`src/rtl/srpq_pkg.sv`:
```
// Shared constants, codes and types for the sorted ring priority queue.
package srpq_pkg;

  localparam int DEPTH  = 16;
  localparam int PRIO_W = 8;
  localparam int DATA_W = 16;
  localparam int IDX_W  = $clog2(DEPTH);
  localparam int CNT_W  = $clog2(DEPTH + 1);
  localparam int CFG_W  = 5;
  localparam int STAT_W = 2;

  localparam int IN_TDATA_W  = ((PRIO_W + DATA_W + 7) / 8) * 8;
  localparam int OUT_TDATA_W = ((PRIO_W + DATA_W + CNT_W + 7) / 8) * 8;

  typedef enum logic {
    REQ_ADD    = 1'b0,
    REQ_REMOVE = 1'b1
  } req_t;

  typedef enum logic [STAT_W-1:0] {
    STAT_DONE  = 2'd0,
    STAT_FULL  = 2'd1,
    STAT_EMPTY = 2'd2
  } status_t;

  typedef enum logic {
    ST_IDLE   = 1'b0,
    ST_COMMIT = 1'b1
  } state_t;

  typedef struct packed {
    logic [PRIO_W-1:0] prio;
    logic [DATA_W-1:0] info;
  } entry_t;

  typedef struct packed {
    logic capture;
    logic commit;
    logic norm;
  } cmd_t;

  typedef struct packed {
    logic norm_busy;
    logic out_free;
  } sts_t;

endpackage

```
`src/rtl/srpq_ctrl.sv`:
```
// Controller state machine that sequences capture, commit and head normalization.
module srpq_ctrl (
  input  logic             clk,
  input  logic             rst_n,
  input  logic             in_tvalid,
  output logic             in_tready,
  input  srpq_pkg::sts_t   sts,
  output srpq_pkg::cmd_t   cmd
);

  srpq_pkg::state_t state_r;
  srpq_pkg::state_t state_nxt;

  always_ff @(posedge clk) begin
    if (!rst_n) begin
      state_r <= srpq_pkg::ST_IDLE;
    end else begin
      state_r <= state_nxt;
    end
  end

  always_comb begin
    state_nxt = state_r;
    unique case (state_r)
      srpq_pkg::ST_IDLE: begin
        if (in_tvalid && !sts.norm_busy) begin
          state_nxt = srpq_pkg::ST_COMMIT;
        end
      end
      srpq_pkg::ST_COMMIT: begin
        if (sts.out_free) begin
          state_nxt = srpq_pkg::ST_IDLE;
        end
      end
      default: state_nxt = srpq_pkg::ST_IDLE;
    endcase
  end

  always_comb begin
    in_tready   = 1'b0;
    cmd.capture = 1'b0;
    cmd.commit  = 1'b0;
    cmd.norm    = 1'b0;
    unique case (state_r)
      srpq_pkg::ST_IDLE: begin
        in_tready   = !sts.norm_busy;
        cmd.capture = in_tvalid && !sts.norm_busy;
        cmd.norm    = sts.norm_busy;
      end
      srpq_pkg::ST_COMMIT: begin
        cmd.commit = sts.out_free;
      end
      default: begin
        in_tready = 1'b0;
      end
    endcase
  end

endmodule

```
`src/rtl/srpq_datapath.sv`:
```
// Datapath holding the entry ring, pointers, capacity and the result register.
module srpq_datapath (
  input  logic                                  clk,
  input  logic                                  rst_n,
  input  logic [srpq_pkg::IN_TDATA_W-1:0]       in_tdata,
  input  logic                                  in_tuser,
  output logic                                  out_tvalid,
  input  logic                                  out_tready,
  output logic [srpq_pkg::OUT_TDATA_W-1:0]      out_tdata,
  output logic [srpq_pkg::STAT_W-1:0]           out_tuser,
  input  logic                                  cfg_we,
  input  logic [srpq_pkg::CFG_W-1:0]            cfg_wdata,
  input  srpq_pkg::cmd_t                        cmd,
  output srpq_pkg::sts_t                        sts
);

  localparam int DEPTH  = srpq_pkg::DEPTH;
  localparam int IDX_W  = srpq_pkg::IDX_W;
  localparam int CNT_W  = srpq_pkg::CNT_W;
  localparam int PRIO_W = srpq_pkg::PRIO_W;
  localparam int DATA_W = srpq_pkg::DATA_W;

  srpq_pkg::entry_t   store_r [DEPTH];
  logic [IDX_W-1:0]   lidx_r  [DEPTH];
  logic [IDX_W-1:0]   lidx_nxt[DEPTH];
  logic [DEPTH-1:0]   g_r;
  logic [DEPTH-1:0]   g_nxt;

  logic [IDX_W-1:0]   head_r;
  logic [IDX_W-1:0]   head_raw_r;
  logic [CNT_W-1:0]   count_r;
  logic [CNT_W-1:0]   cap_r;
  logic [CNT_W-1:0]   cap_nxt;

  srpq_pkg::req_t     req_r;
  srpq_pkg::entry_t   new_r;
  srpq_pkg::entry_t   in_entry;

  logic                          out_valid_r;
  srpq_pkg::status_t             out_status_r;
  srpq_pkg::entry_t              out_entry_r;
  logic [CNT_W-1:0]              out_count_r;

  logic [DEPTH:0]     s_vec;
  srpq_pkg::entry_t   slot_nxt [DEPTH];
  logic [DEPTH-1:0]   slot_we;
  srpq_pkg::entry_t   wrap_prev;
  logic [IDX_W-1:0]   cap_last;

  logic               add_ok;
  logic               rem_ok;
  srpq_pkg::status_t  status_nxt;
  logic [CNT_W-1:0]   count_nxt;
  logic [IDX_W-1:0]   head_nxt;
  logic [CNT_W-1:0]   count_dec;
  logic [CNT_W-1:0]   head_inc;

  assign in_entry.prio = in_tdata[PRIO_W-1:0];
  assign in_entry.info = in_tdata[PRIO_W+DATA_W-1:PRIO_W];

  // Logical position of every slot relative to the head, and which live
  // entries hold a priority at least that of the incoming one.
  always_comb begin
    logic [IDX_W:0] diff;
    logic [CNT_W:0] wrapped;
    g_nxt = '0;
    for (int s = 0; s < DEPTH; s++) begin
      diff    = (IDX_W+1)'(s) - {1'b0, head_r};
      wrapped = diff[IDX_W] ? ((CNT_W+1)'(diff) + {1'b0, cap_r})
                            : (CNT_W+1)'(diff);
      lidx_nxt[s] = wrapped[IDX_W-1:0];
      if ((CNT_W'(s) < cap_r) && ({1'b0, lidx_nxt[s]} < (IDX_W+1)'(count_r)) &&
          (store_r[s].prio >= in_entry.prio)) begin
        g_nxt[lidx_nxt[s]] = 1'b1;
      end
    end
  end

  // Positions from the insertion point up to the tail move one step back.
  always_comb begin
    logic acc;
    acc   = 1'b0;
    s_vec = '0;
    for (int j = DEPTH; j >= 0; j--) begin
      if (j < DEPTH) begin
        acc = acc | g_r[j];
      end
      s_vec[j] = ((CNT_W+1)'(j) <= {1'b0, count_r}) && !acc;
    end
  end

  assign cap_last  = IDX_W'(cap_r - CNT_W'(1));
  assign wrap_prev = store_r[cap_last];

  always_comb begin
    for (int s = 0; s < DEPTH; s++) begin
      slot_we[s]  = (CNT_W'(s) < cap_r) && s_vec[lidx_r[s]];
      if ((lidx_r[s] == '0) || !s_vec[lidx_r[s] - IDX_W'(1)]) begin
        slot_nxt[s] = new_r;
      end else if (s == 0) begin
        slot_nxt[s] = wrap_prev;
      end else begin
        slot_nxt[s] = store_r[(s == 0) ? 0 : s - 1];
      end
    end
  end

  assign add_ok    = (req_r == srpq_pkg::REQ_ADD) && (count_r < cap_r);
  assign rem_ok    = (req_r == srpq_pkg::REQ_REMOVE) && (count_r != '0);
  assign count_dec = count_r - CNT_W'(1);
  assign head_inc  = CNT_W'(head_r) + CNT_W'(1);

  always_comb begin
    count_nxt  = count_r;
    head_nxt   = head_raw_r;
    status_nxt = srpq_pkg::STAT_DONE;
    priority if (req_r == srpq_pkg::REQ_ADD) begin
      if (add_ok) begin
        count_nxt = count_r + CNT_W'(1);
        head_nxt  = head_r;
      end else begin
        status_nxt = srpq_pkg::STAT_FULL;
      end
    end else begin
      if (rem_ok) begin
        count_nxt = count_dec;
        if (count_dec == '0 || head_inc == cap_r) begin
          head_nxt = '0;
        end else begin
          head_nxt = head_inc[IDX_W-1:0];
        end
      end else begin
        status_nxt = srpq_pkg::STAT_EMPTY;
      end
    end
  end

  always_comb begin
    if (cfg_wdata == '0) begin
      cap_nxt = CNT_W'(1);
    end else if (int'(cfg_wdata) > DEPTH) begin
      cap_nxt = CNT_W'(DEPTH);
    end else begin
      cap_nxt = CNT_W'(cfg_wdata);
    end
  end

  always_ff @(posedge clk) begin
    if (cmd.capture) begin
      req_r <= srpq_pkg::req_t'(in_tuser);
      new_r <= in_entry;
      g_r   <= g_nxt;
      for (int s = 0; s < DEPTH; s++) begin
        lidx_r[s] <= lidx_nxt[s];
      end
    end
    if (cmd.commit && add_ok) begin
      for (int s = 0; s < DEPTH; s++) begin
        if (slot_we[s]) begin
          store_r[s] <= slot_nxt[s];
        end
      end
    end
    if (cmd.commit) begin
      out_status_r <= status_nxt;
      out_count_r  <= count_nxt;
      if (rem_ok) begin
        out_entry_r <= store_r[head_r];
      end else begin
        out_entry_r <= '0;
      end
    end
  end

  always_ff @(posedge clk) begin
    if (!rst_n) begin
      head_r      <= '0;
      head_raw_r  <= '0;
      count_r     <= '0;
      cap_r       <= CNT_W'(DEPTH);
      out_valid_r <= 1'b0;
    end else begin
      if (cfg_we) begin
        cap_r  <= cap_nxt;
        head_r <= head_raw_r;
      end else if (cmd.norm) begin
        head_r <= IDX_W'(CNT_W'(head_r) - cap_r);
      end else if (cmd.commit && (add_ok || rem_ok)) begin
        head_r <= head_nxt;
      end
      if (cmd.commit) begin
        head_raw_r  <= head_nxt;
        count_r     <= count_nxt;
        out_valid_r <= 1'b1;
      end else if (out_tready) begin
        out_valid_r <= 1'b0;
      end
    end
  end

  assign sts.norm_busy = CNT_W'(head_r) >= cap_r;
  assign sts.out_free  = !out_valid_r || out_tready;

  assign out_tvalid = out_valid_r;
  assign out_tuser  = out_status_r;
  assign out_tdata  = srpq_pkg::OUT_TDATA_W'({out_count_r, out_entry_r.info,
                                               out_entry_r.prio});

endmodule

```
`src/rtl/sorted_ring_priority_queue.sv`:
```
// Top level of the sorted ring priority queue: controller plus datapath.
//
//   Channel  Direction  Transfer payload
//   in_*     slave      tuser: req_type; tdata: in_prio, in_info
//   out_*    master     tuser: status; tdata: out_prio, out_info, count
//   cfg_*    write      cfg_wdata: capacity, taken whenever cfg_we is high
//
// A request is first captured, with its priority compared against every held
// entry, and then committed, which shifts the ring and loads the result register.
// After a capacity write the head pointer is reduced by repeated subtraction,
// during which no request is taken.
// A result waiting on out_tready holds the next request in its commit cycle.
// Reset empties the queue and sets the capacity to sixteen.
module sorted_ring_priority_queue (
  input  logic                                clk,
  input  logic                                rst_n,
  input  logic                                in_tvalid,
  output logic                                in_tready,
  input  logic [srpq_pkg::IN_TDATA_W-1:0]     in_tdata,   // in_prio, in_info
  input  logic                                in_tuser,   // req_type
  output logic                                out_tvalid,
  input  logic                                out_tready,
  output logic [srpq_pkg::OUT_TDATA_W-1:0]    out_tdata,  // out_prio, out_info, count
  output logic [srpq_pkg::STAT_W-1:0]         out_tuser,  // status
  input  logic                                cfg_we,
  input  logic [srpq_pkg::CFG_W-1:0]          cfg_wdata
);

  srpq_pkg::cmd_t cmd;
  srpq_pkg::sts_t sts;

  srpq_ctrl u_ctrl (
    .clk       (clk),
    .rst_n     (rst_n),
    .in_tvalid (in_tvalid),
    .in_tready (in_tready),
    .sts       (sts),
    .cmd       (cmd)
  );

  srpq_datapath u_datapath (
    .clk        (clk),
    .rst_n      (rst_n),
    .in_tdata   (in_tdata),
    .in_tuser   (in_tuser),
    .out_tvalid (out_tvalid),
    .out_tready (out_tready),
    .out_tdata  (out_tdata),
    .out_tuser  (out_tuser),
    .cfg_we     (cfg_we),
    .cfg_wdata  (cfg_wdata),
    .cmd        (cmd),
    .sts        (sts)
  );

endmodule

```
`config.mk`:
```
export PLATFORM = sky130hd
export DESIGN_NAME = sorted_ring_priority_queue
export DESIGN_NICKNAME = d
export VERILOG_FILES = /design/src/rtl/srpq_pkg.sv /design/src/rtl/srpq_ctrl.sv /design/src/rtl/srpq_datapath.sv /design/src/rtl/sorted_ring_priority_queue.sv
export SDC_FILE = /design/constraint.sdc
export NUM_CORES = 2
export LEC_CHECK = 0
export BUFFER_PORTS_ARGS = -buffer_cell sky130_fd_sc_hd__buf_2
export CAP_MARGIN = 20
export CORE_ASPECT_RATIO = 0.5
export CORE_UTILIZATION = 44
export CTS_BUF_LIST = sky130_fd_sc_hd__clkbuf_8
export DETAILED_ROUTE_END_ITERATION = 10
export GPL_TIMING_DRIVEN = 0
export SYNTH_ARGS = -nofsm -noshare
export SYNTH_HDL_FRONTEND = slang
export SYNTH_HIERARCHICAL = 1
export SYNTH_SLANG_ARGS = --single-unit
export TNS_END_PERCENT = 100
```
`constraint.sdc`:
```
create_clock -name clk -period 8.8 [get_ports clk]
set_input_delay 0 -clock clk [delete_from_list [all_inputs] [get_ports clk]]
set_output_delay 0 -clock clk [all_outputs]
set_load 0.005 [all_outputs]
```
==> flow_metrics.tcl <==
set metrics [dict create \
    fillCellCount 8505 \
    chip_height_um 222 \
    distinct_cell_type_count_of_the_synthesized_netlist 97 \
    timing.max_slew.rel_slack 0.118 \
    data_required_critical_path_ns 9.24 \
    ctsHtreeMaxLevel 3 \
    cell_at_the_slowest_stage_of_the_critical_path "a2111oi_0" \
    synthTopCellsByArea "edfxtp_1, mux4_2, mux2_2, ha_1, mux2_1" \
    post_synthesis_cell_count 3706 \
    groute.usage.overall 0.370 \
    cts_tree "done" \
    number_of_global_route_vias_before_repair 34900 \
    yosys.area.top_type "edfxtp_1" \
    crit_chain "clkbuf_1, inv_1, buf_2, clkbuf_4, ha_1, clkbuf_1, buf_1, nor2b_1, nor3_1, xor2_1, clkinv_1, ha_1, o211ai_1, o21ai_0, nor3_1, nand3_1, o2111ai_1, a2111oi_0, o2111ai_1" \
    vias 37594 \
    report.final.setup_viol 0 \
    grt_pass1_wl_um 258000 \
    number_of_synthesized_flops_with_an_enable_pin 520 \
    synth.ff_latch_count 540 \
    synth_flop_cell "edfxtp_1" \
    drc 0 \
    fin_skew_ns 0.0475 \
    path_clk_slew_ns 0.07 \
    layout-drive-gt1-share 0.231 \
    multi_input_area_mm2 0.0249 \
    worstSetupEndpointType "register" \
    timing.reg2reg.worst_path_depth 19 \
    worst_r2r_startpoint "u_datapath/head_r[2]" \
    cts_inserted_buffers 86 \
    pre_cts_slack_ns 0.691 \
    worst_setup_path_start_kind "register" \
    pwr_density_cell_mw_per_mm2 168 \
    antenna_violating_nets_post_route 0 \
    worstReg2RegEnd "u_datapath/g_r[6]" \
    die_width_um 441 \
    run_status "completed" \
    numPlacedInstances 5146 \
    crit_path_end "u_datapath/g_r[6]" \
    fmax_ghz 0.118 \
    detailed_place_hpwl_um 139000 \
    ir_drop_mv 0.141 \
    cts-root-buf "clkbuf_8" \
    timing.critical_path.fanout_max 16 \
    syn-cell-area_mm2 0.0425 \
    critical_path.startpoint "u_datapath/head_r[2]" \
    yosysMostFrequentCell "edfxtp_1" \
    final_cells 5386 \
    postRouteWirelength_um 184000 \
    io_pins 71 \
    ff_latch_area_mm2 0.0160 \
    floorplan.initialDensity 0.445 \
    setup_slack_ns 0.325 \
    hold_path_class "input port to register" \
    cp_slowest_stage_delay_ns 0.90 \
    timing_hold_violations_final 0 \
    timing.final.max_slew_violations 0 \
    min_period_over_period 0.963 \
    grt_overflow_total 0 \
    rsz0062_at_grt "false" \
    tightest_slew_ns 1.32 \
    ys.warnings.count 6 \
    area.growth.synth_to_final_pct 14.0 \
    clkLatencyLatePin_ns 0.79 \
    fin_util 0.507 \
    synth.yosys.seq_area_share 0.377 \
    antenna_violations_before_repair 5 \
    final_nets 4314 \
    async_reset_ff_frac 0 \
    grt_start_max_net_pins 21 \
    max-cap-violations 0 \
    syn_area_per_cell_um2 11.5 \
    core_region_area_mm2 0.0955 \
    ys_top_cells_by_count "edfxtp_1, mux2_2, mux4_2" \
    dieArea_mm2 0.0978 \
    fin_crit_ns 8.47 \
    drt_iter0_markers 6548 \
    routabilityCongestion 1.02 \
    port_buffers 67 \
    worstSetupPathType "register to register" \
    crit_arrival_ns 8.92 \
    std_cell_rows 80 \
    cts_buffer_depth 3 \
    detail_route.first_pass.iterations 7 \
    ff_to_ff_setup_slack_ns 0.33 \
    post_drt_wl_per_cell_um 34.1 \
    total_leakage_power_nw 16.5 \
    tritoncts_num_sinks 540 \
    synth_top_cell_area_share 0.368 \
    post_drt_via_cell_ratio 6.98 \
]
[cell type report]
| type | instances | share of cell area |
|---|---|---|
| Timing Repair Buffer | 244 | 0.0487 |
| Inverter | 141 | 0.0109 |
| Clock buffer | 88 | 0.0250 |
| Antenna cell | 4 | 0.000207 |
| Buffer | 291 | 0.0247 |
| Sequential cell | 540 | 0.331 |
| Clock inverter | 71 | 0.0114 |
| Multi-Input combinational cell | 2736 | 0.515 |
| Tap cell | 1271 | 0.0329 |
[per-stage QoR]
step / hold slack, ns / total power (W) / TNS, ns / area [um^2]
after detailed placement: 0.178 / 0.00568 / 0 / 45800
after global placement: 0.176 / 0.00559 / -1254.52 / 44400
after floorplan: 0.0989 / 0.00473 / 0 / 42500
after global routing: 0.137 / 0.00838 / 0 / 48400
final: 0.126 / 0.00815 / 0 / 48400
after CTS: 0.0652 / 0.00804 / 0 / 48200
[worst min path at each step]
stage                             from                    end  slack (ns)  cells past startpoint
final                       out_tready  u_datapath/out_tvalid        0.13                      4
after global routing        out_tready  u_datapath/out_tvalid        0.14                      4
after CTS                   out_tready  u_datapath/out_tvalid        0.07                      4
after detailed placement  in_tdata[11]    u_datapath/new_r[3]        0.18                      1
after global placement    in_tdata[12]    u_datapath/new_r[4]        0.18                      1
after floorplan            in_tdata[8]    u_datapath/new_r[0]         0.1                      0
[worst max-delay path: cells and delay by family, from the launching register on]
kind                     cells  cell delay, ns
buffers and inverters        7            3.57
AO/OA/AOI/OAI                5            1.79
AND/OR/NAND/NOR              4            0.93
adder cells (fa/ha/maj)      2            0.74
XOR/XNOR                     1            0.61
flip-flops                   1            0.45
[per-layer routing]
| layer | routed length, um | global-route usage | share of wire | up-vias |
|---|---|---|---|---|
| li1 | - | - | - | 15370 |
| met1 | 73800 | 0.529 | 0.40 | 18640 |
| met2 | 73500 | 0.501 | 0.40 | 3053 |
| met3 | 27000 | 0.125 | 0.15 | 529 |
| met4 | 9630 | 0.170 | 0.052 | 2 |
| met5 | 13 | 0 | 0.000071 | - |
[power by group]
part / switching, W / internal [W]
Combinational: 0.00169 / 0.00100
Sequential: 0.0000963 / 0.00300
Clock: 0.00117 / 0.00118
Total: 0.00296 / 0.00519
[cell families (layout without fill, tap and decap cells)]
family / count (synthesis) / count (layout) / synth area share
other cells: 1 / 7 / 0.0000883
mux: 716 / 716 / 0.262
fa+ha+maj: 239 / 239 / 0.0711
simple gates: 946 / 946 / 0.114
buf+inv: 432 / 835 / 0.0405
xor+xnor: 80 / 80 / 0.0168
flops: 540 / 540 / 0.377
compound gates: 752 / 752 / 0.119
[state kept, by name, indices dropped and copies added, names as in the netlist]
name and cells:
u_datapath/store_r 384, u_datapath/head_r 4, u_datapath/out_tuser 2, u_datapath/out_tdata 24, u_datapath/count_r 5, u_datapath/g_r 16
u_datapath/new_r 24, u_datapath/out_count_r 5, u_datapath/head_raw_r 4, u_datapath/out_tvalid 1, u_datapath/req_r 1, u_datapath/cap_r 5
u_ctrl/state_r 1, u_datapath/lidx_r 64
[cell usage in the layout (no fill, tap or decap), types with 43 or more instances in the layout]
master	Yosys	routed
a211oi_1	56	51
a21oi_1	152	152
and2_1	49	48
buf_2	20	96
buf_4	15	54
clkbuf_1	230	229
clkbuf_8	0	88
dlygate4sd3_1	0	66
edfxtp_1	520	520
ha_1	235	235
inv_1	136	159
mux2_1	110	110
mux2_2	278	278
mux2i_1	52	52
mux4_2	276	276
nand2_1	205	205
nand2b_1	52	52
nand3_1	87	87
nor2_1	217	216
nor2b_1	43	43
nor3_1	93	90
o21ai_0	167	164
o22ai_1	49	49
xnor2_1	48	48
[timing repair]
action | CTS | global route
hold endpoints to repair | 74 | 0
setup endpoints to repair | 0 | 1
setup buffers | 0 | 0
hold buffers | 66 | 0
resized for setup | 0 | 2
Note: power is estimated with default switching activity, not from simulation.
